[src/ecbp_pkg.sv]
// ----------------------------------------------------------------------------
// ecbp_pkg
// Shared types and constants of the binomial call pricer.
// ----------------------------------------------------------------------------
package ecbp_pkg;

   localparam int unsigned EXP_LAST_TERM = 12;

   typedef enum logic [4:0] {
      ST_IDLE,
      ST_EXP_MUL,    // term * r
      ST_EXP_DIV,    // term / k
      ST_DISC_DIV,   // 2^63 / growth
      ST_PROB_DIV,   // diff / den
      ST_RATIO_DIV,  // u / d mantissa
      ST_DPOW_MUL,   // price * d, n times
      ST_TERM_CONV,  // payoff into store
      ST_TERM_MUL,   // price * ratio
      ST_BW_READ0,   // read v[i]
      ST_BW_READ1,   // read v[i+1]
      ST_BW_MIXP,    // p * v[i+1]
      ST_BW_MIXQ,    // + q * v[i]
      ST_BW_DISC,    // * disc, write back
      ST_FINAL_RD,
      ST_FINAL,
      ST_DONE
   } state_type;

   // divider control
   typedef struct packed {
      logic        start;
      logic [63:0] num;
      logic [63:0] den;
      logic [6:0]  bits;
   } div_req_type;

   typedef struct packed {
      logic        busy;
      logic        done;
      logic [63:0] quo;
   } div_rsp_type;

   // normalise a 64-bit mantissa into [2^31,2^32)
   function automatic logic [31:0] norm_m(input logic [63:0] x);
      logic [63:0] v;
      v = x;
      for (int b = 63; b >= 32; b--) begin
         if (x[b]) begin
            v = x >> (b - 31);
            break;
         end
      end
      if (x[63:32] == 32'd0) begin
         for (int b = 31; b >= 0; b--) begin
            if (x[b]) begin
               v = x << (31 - b);
               break;
            end
         end
      end
      return v[31:0];
   endfunction

   function automatic logic signed [15:0] norm_e(input logic [63:0] x);
      logic signed [15:0] sh;
      sh = 16'sd0;
      for (int b = 0; b <= 63; b++) begin
         if (x[b]) sh = 16'(b - 31);
      end
      return sh;
   endfunction

endpackage

[src/ecbp_div.sv]
// ----------------------------------------------------------------------------
// ecbp_div
// Restoring divider, one quotient bit per cycle.
// ----------------------------------------------------------------------------
module ecbp_div
   import ecbp_pkg::*;
(
   input  logic        clock,
   input  logic        reset,
   input  div_req_type req,
   output div_rsp_type rsp
);

   logic [127:0] rem_ff, rem_in;
   logic [63:0]  den_ff, den_in;
   logic [63:0]  quo_ff, quo_in;
   logic [6:0]   cnt_ff, cnt_in;
   logic         busy_ff, busy_in;
   logic         done_ff, done_in;
   logic [127:0] sh;

   always_comb begin
      rem_in  = rem_ff;
      den_in  = den_ff;
      quo_in  = quo_ff;
      cnt_in  = cnt_ff;
      busy_in = busy_ff;
      done_in = 1'b0;
      sh      = {rem_ff[126:0], 1'b0};
      if (req.start) begin
         // remainder starts as num; shift count sets the fixed-point result
         rem_in  = {64'd0, req.num};
         den_in  = req.den;
         quo_in  = 64'd0;
         cnt_in  = req.bits;
         busy_in = 1'b1;
      end else if (busy_ff) begin
         if (sh[127:64] >= den_ff) begin
            rem_in = {sh[127:64] - den_ff, sh[63:0]};
            quo_in = {quo_ff[62:0], 1'b1};
         end else begin
            rem_in = sh;
            quo_in = {quo_ff[62:0], 1'b0};
         end
         cnt_in = cnt_ff - 7'd1;
         if (cnt_ff == 7'd1) begin
            busy_in = 1'b0;
            done_in = 1'b1;
         end
      end
   end

   always_ff @(posedge clock) begin
      rem_ff <= rem_in;
      den_ff <= den_in;
      quo_ff <= quo_in;
      cnt_ff <= cnt_in;
      if (reset) begin
         busy_ff <= 1'b0;
         done_ff <= 1'b0;
      end else begin
         busy_ff <= busy_in;
         done_ff <= done_in;
      end
   end

   assign rsp.busy = busy_ff;
   assign rsp.done = done_ff;
   assign rsp.quo  = quo_ff;

endmodule

[config.mk]
export PLATFORM = sky130hd
export DESIGN_NAME = ecbp_div
export DESIGN_NICKNAME = d
export VERILOG_FILES = /design/src/ecbp_pkg.sv /design/src/ecbp_div.sv
export SDC_FILE = /design/constraint.sdc
export NUM_CORES = 1
export LEC_CHECK = 0
export BUFFER_PORTS_ARGS = -buffer_cell sky130_fd_sc_hd__buf_2
export CAP_MARGIN = 10
export CORE_ASPECT_RATIO = 0.9
export CORE_MARGIN = 2
export CORE_UTILIZATION = 50
export CTS_CLUSTER_DIAMETER = 30
export CTS_CLUSTER_SIZE = 12
export DETAILED_ROUTE_END_ITERATION = 12
export PLACE_DENSITY = 0.71
export SLEW_MARGIN = 25
export SYNTH_ARGS = -nofsm -noshare
export SYNTH_HDL_FRONTEND = slang
export SYNTH_SLANG_ARGS = --single-unit
export TNS_END_PERCENT = 20
[constraint.sdc]
create_clock -name clock -period 3.5 [get_ports clock]
set_input_delay 0.7 -clock clock [delete_from_list [all_inputs] [get_ports clock]]
set_output_delay 0.7 -clock clock [all_outputs]
set_load 0.1 [all_outputs]
# ---- Yosys cells after proc, flatten, opt, wreduce, memory -nomap -nowiden
# Cells that the tools add are included.
dict set report word_totals {
  ff_bits 264
  in_bits 138
  out_inout_bits 66
  elab_cells 24
}
dict set report op_classes {
  add_sub_neg 2
  n_lt_le_gt_ge 1
  eq_ne 1
  mux 10
  n_bitwise 1
  reduce_logical 2
}
# op count
set op_table {}
lappend op_table {{64-bit two-way mux} 2}
lappend op_table {{127-bit two-way mux} 1}
lappend op_table {{64-bit greater-or-equal comparator} 1}
lappend op_table {{63-bit subtractor} 1}
lappend op_table {{7-bit two-way mux} 2}
lappend op_table {{7-bit by 1-bit equality test with 1-bit output (second input constant)} 1}
lappend op_table {{7-bit by 1-bit subtractor with 7-bit output (second input constant)} 1}
lappend op_table {{1-bit two-way mux} 5}
lappend op_table {{3-bit OR reduction} 1}
lappend op_table {{2-bit nonzero test} 1}
lappend op_table {{1-bit inverter} 1}

# ---- Longest topological paths before layout
# Gate-level depths: netlist (run 1).
dict set report depth {
  depth_word 4
  ltp_mapped 15
  mapped_depth_nobuf 13
}

# ---- Worst setup path before layout (run 1)
# Ideal clock, no wire load.
dict set report synth_timing {
  path_type {input to register}
  startpoint {input req[135] in the netlist's numbering}
  endpoint {register cnt_ff[0], enable pin}
  setup_time_ps 432
  arrival_ps 2778
  required_ps 3068
  setup_slack_ps 290
  cell_stages 4
  path_buffers 2
  path_cell_list {clkbuf_1 clkbuf_1 inv_1 nand2_1}
}
dict set report synth_between {
  elab_chain_cells 1
}
# element line_no
set synth_rtl {}
lappend synth_rtl {{start: declaration} ecbp_div.sv:10} ;# input div_req_type req,
lappend synth_rtl {{2-bit nonzero test (no line)} n/a}
lappend synth_rtl {{end signal: assignment} ecbp_div.sv:57} ;# cnt_ff <= cnt_in;
lappend synth_rtl {{end: declaration} ecbp_div.sv:17} ;# logic [6:0] cnt_ff, cnt_in;
# No other way between the ends.
# A chain may end at the register's enable or synchronous reset.

# ---- Worst setup path in the final report (run 1)
dict set report layout_timing {
  startpoint {register rem_ff[63]}
  endpoint {register rem_ff[126]}
}
dict set report layout_between {
  elab_chain_cells 2
  elab_cells_between_ends 3
  cone_classes {add/sub (1); order compare (1); mux (1)}
}
# element line_no
set layout_rtl {}
lappend layout_rtl {{start: declaration} ecbp_div.sv:14} ;# logic [127:0] rem_ff, rem_in;
lappend layout_rtl {{start signal: assignment} ecbp_div.sv:54} ;# rem_ff <= rem_in;
lappend layout_rtl {{63-bit subtractor / 64-bit greater-or-equal comparator (equally long branches)} {ecbp_div.sv:39, ecbp_div.sv:38}}
lappend layout_rtl {{127-bit two-way mux *} ecbp_div.sv:38} ;# if (sh[127:64] >= den_ff) begin
# Every way passes the cells marked *; elsewhere a longest branch is shown, timed or not.

==> impl_metrics.ini, run 1 <==
[status]
run_status = finished, final reports clean

[worst_setup_path]
max_stage_delay_ps = 470
path_depth = 13
required_ps = 3970
crit_slowest_cell = nor4_1
crit_path_frequent_cell = nor4_1
cp_top_family = compound AO/OA/AOI/OAI gates
r2r-start = rem_ff[63]
r2r_cells = 13
cp-end-kind = flip-flop
startpoint_type = flip-flop
cp_num_buf_inv = 1
r2r_slack_ps = 90
crit_chain = inv_1 > ha_1 > fa_1 > and2b_1 > o211ai_2 > a31oi_4 > a211o_1 > o2111ai_1 > nand2_1 > a31oi_1 > nor4_1 > nor4_1 > o41ai_2
reg2reg_to = rem_ff[126]
critical_path_class = flip-flop to flip-flop
cp_data_arrival_time_ps = 3880
path_max_fanout = 4

[grt]
gr-total-overflow = 0
grt_max_degree = 83
antenna_found_initial = 8
grt_use_total_pct = 23.68
grt_pass1_vias = 11450
grt_pass1_wl_mm = 57.77

[cts]
ctsLongestPathBuffers = 3
cts_sinks = 264
htreeDepth = 2
numCtsBuffers = 52
tritoncts = built
clkSlewWorstSetupHoldPaths_ps = 50
cts.root.buffer_cell = clkbuf_16
clock_latency_ps = 580

[sta]
setup_viol_count_final = 0
rsz0062_at_grt = yes
fin_skew_ps = 33.20
period_minus_slack_ps = 3413
setup_slack_ps = 86.76
timing.fmax_mhz = 293.0
worst_slew_pin_slew_ps = 1057
fin_crit_sh_pct = 97.52
maxSlewHeadroom_pct = 29.52
fin_hold_ws_ps = 294.5
drv_slew = 0
hold_viol = 0

[cells_and_area]
final_nets = 1836
instances_no_fill = 2041
drive_above_1_share_pct = 26.57
area_growth_pct = 21.84

[die]
core-area_um2 = 28160
dieArea_um2 = 30200
initial_core_util_pct = 51.18
row_count = 58
fp.dieH_um = 165.1
ios = 204
die_x_um = 182.9

[logic_synthesis]
ys_seq_area_share_pct = 46.05
avgSynthCellArea_um2 = 10.03
synth_nets = 1641
yosysTopAreaCell = edfxtp_1
ys_ff_latch = 264
synth_common_cells = nand2_1, nor2_1, edfxtp_1, dfxtp_1, inv_1
yosysWarnings = 0
yosysTopAreaCellShare_pct = 28.13
yosysMostFrequentCell = nand2_1
synth_area_leaders = edfxtp_1, dfxtp_1, ha_1
synth_cells = 1436
async_reset_ff_share_pct = 0
netlist_area_um2 = 14410
synth_cell_type_count = 81
synth_edf_count = 135
synth_flop_cell = edfxtp_1

[min_path]
min_to = den_ff[7]
whs_path_depth = 1
hold_path.class = input pin to flip-flop
min_from = req[14]

[routing]
drt_iter0_markers = 824
via_per_inst = 5.572
drc = 0
wl_per_cell_um = 17.34
drt_pass1_iterations = 5
ant_nets = 0
wl_mm = 35.40
vias = 11370

[pwr]
p_leak_uw = 0.007507
irDropWorstVdd_v = 0.0004204
p_total_uw = 10130
powerDensity_nw_per_um2 = 577.1

[placed_design]
gp_congestion = 0.9440
port_buffers = 203
dp_cells = 1936
hpwl_mm = 24.57
dp_slack_ps = 114.3

[flow_run]
drv_cap = 0
[sequential cells by signal (all words and copies together), names as in the netlist]
signal / flops
cnt_ff: 7
done_ff: 1
busy_ff: 1
rem_ff: 127
den_ff: 64
quo_ff: 64
[layer usage]
metal / part of all wire [%] / wire length [um] / global-route usage, %
met1: 44 / 15620 / 30.86
met2: 44 / 15680 / 37.40
met3: 9.1 / 3217 / 7.763
met4: 2.3 / 829 / 7.745
met5: 0.14 / 48 / 0
[stage by stage]
step	util, %	setup TNS (ps)	cell area [um2]
after floorplan	-	0	14410
after CTS	62.22	0	17520
after detailed placement	55.87	0	15730
after global placement	55.87	0	15730
final	62.35	0	17560
after global routing	62.32	-177.8	17550
[area by class of cell]
class                           instances  area (um2)
Fill cell                            2333       10600
Multi-Input combinational cell       1001        7088
Sequential cell                       264        6640
Clock buffer                           68        1485
Timing Repair Buffer                  224        1246
Tap cell                              360       450.4
Inverter                               88       330.3
Clock inverter                         30       301.5
Antenna cell                            6       15.01
[cell usage in the layout (no fill, tap or decap), drive strengths merged, types with 11 or more instances in the layout]
cell and count:
dfxtp 129, nor3 12, buf 224, edfxtp 135, a21o 33, xnor2 31
nor2 158, a31oi 13, o21a 11, o21bai 19, nand4 24, mux2 66
ha 66, nand3 26, a311oi 46, nand2 162, inv 97, clkbuf 68
o21ai 56, a21oi 84, mux2i 67, xor2 20, clkinv 15
[report_power, final]
part / switching (uW) / leakage (uW) / total, uW / internal [uW]
logic: 948 / 0.00424 / 1610 / 661
registers: 115 / 0.00239 / 3620 / 3500
clock network: 1730 / 0.000871 / 4910 / 3170
[what timing repair did]
action,4_1_cts,5_1_grt
gates resized for setup,0,2
buffers inserted,0,1
hold buffers,0,0
endpoints found under the setup margin,0,10
[worst max path at each step]
stage,slack (ps),to,start
floorplan,290,cnt_ff[0],req[135]
global placement,280,rem_ff[70],rem_ff[63]
detailed placement,110,rem_ff[108],rem_ff[63]
CTS,40,rem_ff[83],rem_ff[63]
global route,-50,rem_ff[126],rem_ff[63]
finish,90,rem_ff[126],rem_ff[63]
[kinds of logic after synthesis]
logic type,synth area share [%]
buffers and inverters,4.914
adder cells (fa/ha/maj),5.870
AO/OA/AOI/OAI,16.91
AND/OR/NAND/NOR,13.31
flip-flops,46.05
XOR/XNOR,3.100
multiplexers,9.838
(Power assumes the default switching activity.)
==> inputs of run 2 (changes only) <==
CAP_MARGIN = unset   (was 10)
CORE_MARGIN = unset   (was 2)
GPL_ROUTABILITY_DRIVEN = 0   (was unset)
==> run 2 against run 1 <==
Effect of this change:
- critical path depth increased by 1
- hold slack lost 28 ps
- sequential share of layout area down 0.81 points
- largest power group unchanged
==> impl_metrics.ini, run 2 (synthesis gave the netlist of run 1 again) <==
[grt]
grt_pass1_vias = 11220
grt_use_total_pct = 23.58
antenna_found_initial = 10
grt_pass1_wl_mm = 56.46
grt_max_degree = 112
gr-total-overflow = 0

[worst_setup_path]
path_max_fanout = 34
cp_data_arrival_time_ps = 3750
required_ps = 3960
cp-end-kind = flip-flop
startpoint_type = flip-flop
r2r_cells = 14
critical_path_class = flip-flop to flip-flop

[pwr]
p_leak_uw = 0.007686
powerDensity_nw_per_um2 = 617.2
irDropWorstVdd_v = 0.0005541

[status]
run_status = finished, final reports clean

[die]
core-area_um2 = 28160
ios = 204
row_count = 58
initial_core_util_pct = 51.18
fp.dieH_um = 163.1
dieArea_um2 = 29500
die_x_um = 180.9

[cells_and_area]
layout_common_cells = buf_2, nand2_1, nor2_1, edfxtp_1, dfxtp_1
regMostFlops = rem_ff
drive_above_1_share_pct = 27.30
fin_util_pct = 63.71
largest_register_ffs = 127
final_nets = 1847
area_growth_pct = 24.49
instances_no_fill = 2054
top_regs = rem_ff (127), den_ff (64), quo_ff (64)
final_common_cell = buf_2

[flow_run]
drv_cap = 0

[cts]
numCtsBuffers = 59
cts_sinks = 264
holdBufCountCts = 0
cts.root.buffer_cell = clkbuf_16
ctsLongestPathBuffers = 3
clkSlewWorstSetupHoldPaths_ps = 50
tritoncts = built
clock_latency_ps = 610
htreeDepth = 2

[routing]
vias = 11380
via_per_inst = 5.539
drt_pass1_iterations = 5
drc = 0
wl_mm = 34.65
drt_iter0_markers = 806
wl_per_cell_um = 16.87
ant_nets = 0

[sta]
setup_viol_count_final = 0
fin_crit_sh_pct = 94.04
tns_ps = 0
fin_skew_ps = 51.44
period_minus_slack_ps = 3291
maxSlewHeadroom_pct = 35.32
hold_viol = 0
rsz0062_at_grt = no
drv_slew = 0
worst_slew_pin_slew_ps = 970.2
timing.fmax_mhz = 303.8

[placed_design]
port_buffers = 203
hpwl_mm = 23.92
dp_cells = 1938

[min_path]
whs_path_depth = 1
hold_path.class = input pin to flip-flop
[run 2: cell types whose count changed in the layout (fill, tap and decap cells not counted), moves of 4 or more]
| cell | before | now |
|---|---|---|
| bufinv_16 | 2 | 9 |
| buf_4 | 16 | 20 |
| inv_4 | 4 | 0 |
| inv_6 | 5 | 10 |
| diode_2 | 6 | 2 |
| clkbuf_16 | 55 | 60 |
[run 2: what timing repair did]
action                     CTS  global route
setup endpoints to repair    0             6
buffers inserted             0             3
resized for setup            0             2
[run 2: worst paths after layout]
path	end	startpoint	slack, ps
worst max-delay path	rem_ff[97]	rem_ff[63]	210
worst min-delay path	den_ff[8]	req[15]	270
worst max register to register	rem_ff[97]	rem_ff[63]	210
worst min register to register	rem_ff[90]	rem_ff[90]	490
[run 2: cell type report]
| cell class | count | area [um2] |
|---|---|---|
| Antenna cell | 2 | 5.005 |
| Timing Repair Buffer | 228 | 1276 |
| Inverter | 88 | 330.3 |
| Clock buffer | 71 | 1583 |
| Fill cell | 2289 | 10220 |
| Multi-Input combinational cell | 1001 | 7088 |
| Tap cell | 360 | 450.4 |
| Sequential cell | 264 | 6640 |
| Clock inverter | 40 | 566.8 |
[run 2: worst max-delay path: stages (launching register included)]
cell and delay [ps]:
edfxtp_1 350, inv_1 50, ha_1 210, fa_1 400, and2b_1 240, o211ai_2 120, a31oi_4 200, o21a_1 200
o21ai_2 110, a21oi_4 220, o21a_4 190, nor2_8 70, buf_12 200, or3_1 350, a311oi_1 250
[run 2: report_power, final]
| group | leakage [uW] | internal [uW] | total [uW] | switching, uW |
|---|---|---|---|---|
| combinational | 0.00426 | 663 | 1600 | 938 |
| sequential | 0.00239 | 3500 | 3620 | 116 |
| clock | 0.00103 | 3940 | 5850 | 1910 |
| total | 0.00769 | 8110 | 11100 | 2970 |
[run 2: metal layers]
metal / GRT usage, % / wire length (um)
met1: 31.10 / 15560
met2: 36.86 / 15190
met3: 8.004 / 3327
met4: 6.664 / 491
met5: 0 / 82
[run 2: per-stage QoR]
step | setup slack (ps) | area (um2) | power (uW) | hold slack, ps
after floorplan | 290.5 | 14410 | 4838 | 458.7
after global placement | 214.2 | 15750 | 5218 | 470.5
after detailed placement | 132.6 | 15750 | 5247 | 473.3
after CTS | 101.9 | 17900 | 11160 | 237.2
after global routing | 26.02 | 17940 | 11520 | 244.6
final | 208.7 | 17940 | 11070 | 266.8
